### src/hdl/agsd_pkg.sv
// Shared constants and types for the ADC gain sideband deframer.
package agsd_pkg;

    localparam int unsigned MAX_RECORD_SAMPLES = 65536;
    localparam int unsigned IDX_W = $clog2(MAX_RECORD_SAMPLES);

    localparam int unsigned WORD_W   = 16;
    localparam int unsigned SAMPLE_W = 14;
    localparam int unsigned HIST_W   = 16;
    localparam int unsigned GAIN_W   = 8;
    localparam int unsigned POS_W    = 16;
    localparam int unsigned CNT_W    = 3;

    localparam logic [HIST_W-1:0] SYNC_PATTERN = 16'h00ff;
    localparam logic [CNT_W-1:0]  GAIN_PAIRS   = 3'd4;
    localparam logic [31:0]       POS_OFFSET   = 32'd7;
    localparam logic [IDX_W-1:0]  IDX_LAST     = IDX_W'(MAX_RECORD_SAMPLES - 1);

    typedef struct packed {
        logic signed [SAMPLE_W-1:0] sample_value;
        logic                       gain_event;
        logic [GAIN_W-1:0]          gain_value;
        logic [POS_W-1:0]           gain_position;
    } t_result;

endpackage

### src/hdl/agsd_if.sv
// Valid/ready channel interfaces for the deframer input and result streams.
interface agsd_in_if;
    logic                              valid;
    logic                              ready;
    logic [agsd_pkg::WORD_W-1:0]       adc_word;
    logic                              record_start;

    modport source (output valid, output adc_word, output record_start, input ready);
    modport sink   (input valid, input adc_word, input record_start, output ready);
endinterface

interface agsd_out_if;
    logic                                valid;
    logic                                ready;
    logic signed [agsd_pkg::SAMPLE_W-1:0] sample_value;
    logic                                gain_event;
    logic [agsd_pkg::GAIN_W-1:0]         gain_value;
    logic [agsd_pkg::POS_W-1:0]          gain_position;

    modport source (output valid, output sample_value, output gain_event,
                    output gain_value, output gain_position, input ready);
    modport sink   (input valid, input sample_value, input gain_event,
                    input gain_value, input gain_position, output ready);
endinterface

### src/hdl/adc_gain_sideband_deframer.sv
// Top level of the ADC gain sideband deframer: handshake and result register.
//
// Usage:
//   i_in carries one raw 16-bit ADC word per transfer plus a record_start flag
//   that marks the first word of a record. o_out returns exactly one result per
//   input word: the signed 14-bit sample (Q1.13) from the low 14 bits and, when
//   a gain word completes with a first or changed value, a gain event with its
//   8-bit value and a record position (last gain word's index minus 7, modulo 2^16).
//   The result is registered: a word transferred at one edge shows its result on
//   o_out after that edge. Throughput is one word per cycle while o_out is not
//   stalled; the sideband state updates once per accepted word.
//   A single result register parts the two channels. i_in.ready is high while
//   that register is empty or being drained in the same cycle, so a stalled
//   receiver holds the result and stalls the source after one word.
//   Reset (synchronous, active low) empties the result register and clears the
//   sideband history, sync state, word index and last gain. record_start
//   clears the same state in-band, before its own word is handled.
module adc_gain_sideband_deframer (
    input  logic       i_clk,
    input  logic       i_rst_n,
    agsd_in_if.sink    i_in,
    agsd_out_if.source o_out
);

    logic              accept;
    logic              r_valid;
    agsd_pkg::t_result r_result;
    agsd_pkg::t_result core_result;

    assign i_in.ready = !r_valid || o_out.ready;
    assign accept     = i_in.valid && i_in.ready;

    agsd_core u_core (
        .i_clk          (i_clk),
        .i_rst_n        (i_rst_n),
        .i_en           (accept),
        .i_adc_word     (i_in.adc_word),
        .i_record_start (i_in.record_start),
        .o_result       (core_result)
    );

    always_ff @(posedge i_clk) begin
        if (!i_rst_n) begin
            r_valid <= 1'b0;
        end else if (accept) begin
            r_valid <= 1'b1;
        end else if (o_out.ready) begin
            r_valid <= 1'b0;
        end
    end

    // payload needs no reset; load on every input transfer
    always_ff @(posedge i_clk) begin
        if (accept) begin
            r_result <= core_result;
        end
    end

    assign o_out.valid         = r_valid;
    assign o_out.sample_value  = r_result.sample_value;
    assign o_out.gain_event    = r_result.gain_event;
    assign o_out.gain_value    = r_result.gain_value;
    assign o_out.gain_position = r_result.gain_position;

endmodule

### src/hdl/agsd_core.sv
// Sideband history, sync detection and gain assembly for one ADC word.
module agsd_core (
    input  logic                          i_clk,
    input  logic                          i_rst_n,
    input  logic                          i_en,
    input  logic [agsd_pkg::WORD_W-1:0]   i_adc_word,
    input  logic                          i_record_start,
    output agsd_pkg::t_result             o_result
);

    logic [agsd_pkg::HIST_W-1:0] r_hist,  n_hist;
    logic                        r_sync,  n_sync;
    logic [agsd_pkg::CNT_W-1:0]  r_cnt,   n_cnt;
    logic [agsd_pkg::IDX_W-1:0]  r_idx,   n_idx;
    logic [agsd_pkg::GAIN_W-1:0] r_last,  n_last;
    logic                        r_have,  n_have;

    logic [agsd_pkg::HIST_W-1:0] hist0;
    logic                        sync0;
    logic [agsd_pkg::CNT_W-1:0]  cnt0;
    logic [agsd_pkg::IDX_W-1:0]  idx0;
    logic [agsd_pkg::GAIN_W-1:0] last0;
    logic                        have0;
    logic [agsd_pkg::GAIN_W-1:0] gain;
    logic [31:0]                 idx_ext;

    always_comb begin
        // a record start clears state before its own word is handled
        hist0 = i_record_start ? '0 : r_hist;
        sync0 = i_record_start ? 1'b0 : r_sync;
        cnt0  = i_record_start ? '0 : r_cnt;
        idx0  = i_record_start ? '0 : r_idx;
        last0 = i_record_start ? '0 : r_last;
        have0 = i_record_start ? 1'b0 : r_have;

        n_hist  = {hist0[agsd_pkg::HIST_W-3:0], i_adc_word[agsd_pkg::WORD_W-1 -: 2]};
        n_sync  = sync0;
        n_cnt   = cnt0;
        n_last  = last0;
        n_have  = have0;
        gain    = n_hist[agsd_pkg::GAIN_W-1:0];
        idx_ext = 32'(idx0);

        o_result.sample_value  = signed'(i_adc_word[agsd_pkg::SAMPLE_W-1:0]);
        o_result.gain_event    = 1'b0;
        o_result.gain_value    = '0;
        o_result.gain_position = '0;

        if (sync0) begin
            n_cnt = cnt0 + 3'd1;
            if (n_cnt == agsd_pkg::GAIN_PAIRS) begin
                if (!have0 || gain != last0) begin
                    o_result.gain_event    = 1'b1;
                    o_result.gain_value    = gain;
                    o_result.gain_position = agsd_pkg::POS_W'(idx_ext - agsd_pkg::POS_OFFSET);
                    n_last = gain;
                    n_have = 1'b1;
                end
                n_hist = '0;
                n_sync = 1'b0;
            end
        end

        if (n_hist == agsd_pkg::SYNC_PATTERN) begin
            n_sync = 1'b1;
            n_cnt  = '0;
            n_hist = '0;
        end

        n_idx = (idx0 == agsd_pkg::IDX_LAST) ? '0 : idx0 + 1'b1;
    end

    always_ff @(posedge i_clk) begin
        if (!i_rst_n) begin
            r_hist <= '0;
            r_sync <= 1'b0;
            r_cnt  <= '0;
            r_idx  <= '0;
            r_last <= '0;
            r_have <= 1'b0;
        end else if (i_en) begin
            r_hist <= n_hist;
            r_sync <= n_sync;
            r_cnt  <= n_cnt;
            r_idx  <= n_idx;
            r_last <= n_last;
            r_have <= n_have;
        end
    end

endmodule

### src/flat_wrapper.sv
// flat-port wrapper written by rule: the top's interface ports become plain ports
module adc_gain_sideband_deframer_flat 
  (i_clk, i_rst_n, i_in_valid, i_in_adc_word, i_in_record_start, i_in_ready, o_out_valid, o_out_sample_value, o_out_gain_event, o_out_gain_value, o_out_gain_position, o_out_ready);
  agsd_in_if i_in_i ();
  agsd_out_if o_out_i ();
  input  logic i_clk;
  input  logic i_rst_n;
  input wire logic [$bits(i_in_i.valid)-1:0] i_in_valid;
  input wire logic [$bits(i_in_i.adc_word)-1:0] i_in_adc_word;
  input wire logic [$bits(i_in_i.record_start)-1:0] i_in_record_start;
  output wire logic [$bits(i_in_i.ready)-1:0] i_in_ready;
  output wire logic [$bits(o_out_i.valid)-1:0] o_out_valid;
  output wire logic [$bits(o_out_i.sample_value)-1:0] o_out_sample_value;
  output wire logic [$bits(o_out_i.gain_event)-1:0] o_out_gain_event;
  output wire logic [$bits(o_out_i.gain_value)-1:0] o_out_gain_value;
  output wire logic [$bits(o_out_i.gain_position)-1:0] o_out_gain_position;
  input wire logic [$bits(o_out_i.ready)-1:0] o_out_ready;
  assign i_in_i.valid = i_in_valid;
  assign i_in_i.adc_word = i_in_adc_word;
  assign i_in_i.record_start = i_in_record_start;
  assign i_in_ready = i_in_i.ready;
  assign o_out_valid = o_out_i.valid;
  assign o_out_sample_value = o_out_i.sample_value;
  assign o_out_gain_event = o_out_i.gain_event;
  assign o_out_gain_value = o_out_i.gain_value;
  assign o_out_gain_position = o_out_i.gain_position;
  assign o_out_i.ready = o_out_ready;
  adc_gain_sideband_deframer u_core (.i_clk(i_clk), .i_rst_n(i_rst_n), .i_in(i_in_i), .o_out(o_out_i));
endmodule
### config.mk
export PLATFORM = sky130hd
export DESIGN_NAME = adc_gain_sideband_deframer_flat
export DESIGN_NICKNAME = d
export VERILOG_FILES = /design/src/hdl/agsd_pkg.sv /design/src/hdl/agsd_if.sv /design/src/hdl/adc_gain_sideband_deframer.sv /design/src/hdl/agsd_core.sv /design/src/flat_wrapper.sv
export SDC_FILE = /design/constraint.sdc
export NUM_CORES = 1
export LEC_CHECK = 0
export ABC_AREA = 1
export BUFFER_PORTS_ARGS = -buffer_cell sky130_fd_sc_hd__buf_2
export CELL_PAD_IN_SITES_DETAIL_PLACEMENT = 1
export CELL_PAD_IN_SITES_GLOBAL_PLACEMENT = 2
export CORE_MARGIN = 5
export CORE_UTILIZATION = 30
export CTS_BUF_LIST = sky130_fd_sc_hd__clkbuf_4
export CTS_CLUSTER_SIZE = 16
export DETAILED_ROUTE_END_ITERATION = 16
export GPL_TIMING_DRIVEN = 0
export PLACE_DENSITY_LB_ADDON = 0.1
export SYNTH_ARGS = -nofsm -noshare
export SYNTH_HDL_FRONTEND = slang
export SYNTH_SLANG_ARGS = --single-unit
### constraint.sdc
create_clock -name i_clk -period 2.3 [get_ports i_clk]
set_input_delay 0.46 -clock i_clk [delete_from_list [all_inputs] [get_ports i_clk]]
set_output_delay 0.46 -clock i_clk [all_outputs]
set_load 0.01 [all_outputs]
==> impl_metrics.env <==
export IMPL_status="finished, final reports clean"
export IMPL_viasPerCell=4.772
export IMPL_grt_max_degree=49
export IMPL_reg2reg_depth=6
export IMPL_cts_tree="done"
export IMPL_gp_congestion=0.8414
export IMPL_worstSetupStartpoint="i_in_record_start"
export IMPL_clockBufferDepth=2
export IMPL_clock_latency_ns=0.45
export IMPL_critPathArrivalTime_ns=2.55
export IMPL_max_freq_ghz=0.4602
export IMPL_crit_type="in -> reg"
export IMPL_boundaryPins=62
export IMPL_ys_flop_type="dfxtp_1"
export IMPL_nets=662
export IMPL_powerDensity_nw_per_um2=545.8
export IMPL_worstSetupEndpointType="register"
export IMPL_grt_antenna_before_repair=1
export IMPL_vias=3951
export IMPL_grtUsageTotal=0.1678
export IMPL_finClkSkew_ns=0.01668
export IMPL_syn_area_sq_um=4358
export IMPL_synth_cells=566
export IMPL_r2r_start="u_core.o_out.valid$_SDFFE_PN0P_"
export IMPL_synth_nets=590
export IMPL_wl_um=13620
export IMPL_die_h_um=130.5
export IMPL_drtAntennaViolNets=0
export IMPL_postSynthAreaPerCell_sq_um=7.700
export IMPL_setup_worst_path_start_class="primary input"
export IMPL_synth_edff_count=39
export IMPL_relSlewSlack=0.5146
export IMPL_postSynth_asyncResetShare=0
export IMPL_cts_buffers=9
export IMPL_synth_seq_area_share=0.4709
export IMPL_wl_per_cell_um=16.45
export IMPL_layout_setup_ws_ns=0.1268
export IMPL_synth_ff_latch_count=83
export IMPL_firstDrtPassIters=4
export IMPL_gr_total_overflow=0
export IMPL_setup_violations_final=0
export IMPL_cts_root_buf="clkbuf_4"
export IMPL_hold_slack_ns=0.1756
export IMPL_hold_path_end="u_core.o_out.sample_value[13]$_DFFE_PP_"
export IMPL_path_cells="buf_2 -> buf_6 -> buf_6 -> nor2_1 -> ha_1 -> ha_4 -> inv_2 -> nor2_4 -> nor2_1 -> nand3_2 -> nand2_2 -> nor2_4 -> nand2_1 -> a21oi_1"
export IMPL_area_delta_synth_final_pct=16.25
export IMPL_period_share=0.9448
export IMPL_worst_path_max_delay_cell="ha_1"
export IMPL_max_slew_worst_pin_slew_ns=0.7281
export IMPL_drc=0
export IMPL_hold_buffers=0
export IMPL_grt_pass1_vias=4014
export IMPL_period_needed_ns=2.173
export IMPL_ir_drop_mv=0.2969
export IMPL_power_leakage_nw=2.196
export IMPL_finalMaxSlewViolations=0
export IMPL_yosysUniqueCellTypes=36
export IMPL_slowest_delay_ns=0.22
export IMPL_min_from="i_in_adc_word[13]"
export IMPL_ys_warnings_count=0
export IMPL_drt_iter0_markers=171
export IMPL_grt_pass1_wl_um=21880
export IMPL_port_buffers=61
export IMPL_row_count=44
export IMPL_cts_num_sinks=83
export IMPL_critPathMaxFanout=10
export IMPL_die_w_um=130.5
export IMPL_hpwl_um=10280
export IMPL_rsz0062_at_grt="no"
export IMPL_setup_tns_ns=0
export IMPL_design_die_area_sq_um=17040
export IMPL_timing_rr_end="u_core.u_core.r_last[3]$_SDFFE_PN0P_"
export IMPL_pre_cts_ws_ns=-0.8786
export IMPL_holdPathStages=1
export IMPL_min_path_type="in -> reg"
export IMPL_htreeDepth=3
export IMPL_r2r_slack_ns=0.23
export IMPL_clk_pin_slew_ns=0.15
export IMPL_drive_gt1_frac=0.2037
export IMPL_core_sq_um=14370
export IMPL_cap_violations=0
export IMPL_initial_utilization=0.3033
export IMPL_required_ns=2.68
export IMPL_hold_viol_final=0
[worst max-delay path, delay by kind of cell]
kind | cells | cell delay (ns)
AND/OR/NAND/NOR | 7 | 0.95
buffers and inverters | 4 | 0.59
adder cells (fa/ha/maj) | 2 | 0.40
AO/OA/AOI/OAI | 1 | 0.13
[cell usage in the layout (no fill, tap or decap), types with 3 or more instances in the layout]
| cell type | count |
|---|---|
| nand3_1 | 34 |
| xor2_1 | 7 |
| nor2_4 | 4 |
| clkbuf_1 | 9 |
| nor2_1 | 85 |
| buf_2 | 62 |
| nor2_2 | 8 |
| inv_1 | 60 |
| nand2_1 | 139 |
| buf_6 | 5 |
| clkbuf_4 | 12 |
| buf_4 | 3 |
| edfxtp_1 | 39 |
| nand4_1 | 14 |
| dfxtp_1 | 44 |
| o211ai_1 | 3 |
| nand3_2 | 8 |
| inv_2 | 5 |
| nand2_4 | 5 |
| nand2_2 | 7 |
| a21oi_1 | 45 |
| o22ai_1 | 3 |
| o21ai_0 | 17 |
[flip-flops by register name, summed over array words and instances, names as in the netlist]
| register | flops |
|---|---|
| u_core.u_core.r_cnt | 3 |
| u_core.u_core.r_last | 8 |
| u_core.o_out.valid | 1 |
| u_core.o_out.gain_position | 16 |
| u_core.u_core.r_hist | 14 |
| u_core.u_core.r_sync | 1 |
| u_core.o_out.gain_event | 1 |
| u_core.o_out.gain_value | 8 |
| u_core.u_core.r_idx | 16 |
| u_core.o_out.sample_value | 14 |
| u_core.u_core.r_have | 1 |
[cell usage after synthesis, types with 5 or more instances]
master	instances	area (sq um)
a21oi_1	45	225.2
clkbuf_1	10	37.54
dfxtp_1	44	880.8
edfxtp_1	39	1171
inv_1	61	229.0
nand2_1	139	521.8
nand2_2	7	43.79
nand2_4	5	56.30
nand3_1	34	170.2
nand3_2	8	80.08
nand4_1	14	87.58
nor2_1	87	326.6
nor2_2	6	37.54
o21ai_0	17	85.08
xor2_1	7	61.31
[through the flow]
stage | std cells | instance area, sq um | power, mW | util
floorplan | 566 | 4358 | 1.778 | -
global placement | 811 | 4893 | 1.896 | 0.3406
detailed placement | 811 | 4893 | 1.899 | 0.3406
CTS | 827 | 5044 | 2.815 | 0.3510
global route | 828 | 5066 | 2.897 | 0.3526
finish | 828 | 5066 | 2.765 | 0.3526
[layout make-up]
type                    count  area (sq um)
fillers                  1803          9303
flip-flops and latches     83          2052
multi-input cells         395          1938
repair buffers             61         305.3
inverters                  67         251.5
well taps                 184         230.2
plain buffers              21         150.1
clock buffers              11         82.58
clock inverters             5         53.80
diodes                      1         2.502
[power by group]
group | internal [mW] | switching, mW | leakage, nW | total [mW]
registers | 1.59 | 0.0176 | 0.746 | 1.61
clock network | 0.354 | 0.549 | 0.0772 | 0.903
logic | 0.0758 | 0.176 | 1.37 | 0.252
total | 2.02 | 0.743 | 2.20 | 2.76
[layer usage]
| layer | track usage | part of all wire | vias to the layer above |
|---|---|---|---|
| li1 | - | - | 1987 |
| met1 | 0.2488 | 0.51 | 1871 |
| met2 | 0.2522 | 0.43 | 81 |
| met3 | 0.02439 | 0.048 | 12 |
| met4 | 0.05142 | 0.013 | 0 |
| met5 | 0 | 0 | - |
[how the worst max path moves through the flow]
stage | end | slack, ns | cells past startpoint
2_1_floorplan | u_core.u_core.r_cnt[2]$_SDFFE_PN0P_ | 0.07 | 13
3_3_place_gp | u_core.u_core.r_cnt[2]$_SDFFE_PN0P_ | -0.83 | 14
3_5_place_dp | u_core.u_core.r_last[7]$_SDFFE_PN0P_ | -0.88 | 14
4_1_cts | u_core.u_core.r_idx[15]$_SDFFE_PN0P_ | 0.001 | 10
5_1_grt | u_core.u_core.r_hist[6]$_SDFFE_PN0P_ | 0.01 | 14
6_report | u_core.u_core.r_hist[7]$_SDFFE_PN0P_ | 0.13 | 14
[cells by family (layout without fill, tap and decap cells)]
logic type               Yosys count  in the layout  synth area share
other                              0              1                 0
flip-flops                        83             83            0.4709
buffers and inverters             88            165           0.08843
XOR/XNOR                           8              8           0.01608
AND/OR/NAND/NOR                  310            310            0.3239
adder cells (fa/ha/maj)            3              3          0.008614
AO/OA/AOI/OAI                     74             74           0.09216
[what timing repair did]
| action | in CTS | in global routing |
|---|---|---|
| setup endpoints to repair | 24 | 69 |
| pin swaps | 0 | 2 |
| gates resized for setup | 6 | 5 |
| buffers inserted | 0 | 0 |
| gates cloned | 0 | 0 |
No activity file was read; power rests on OpenSTA's default activity.
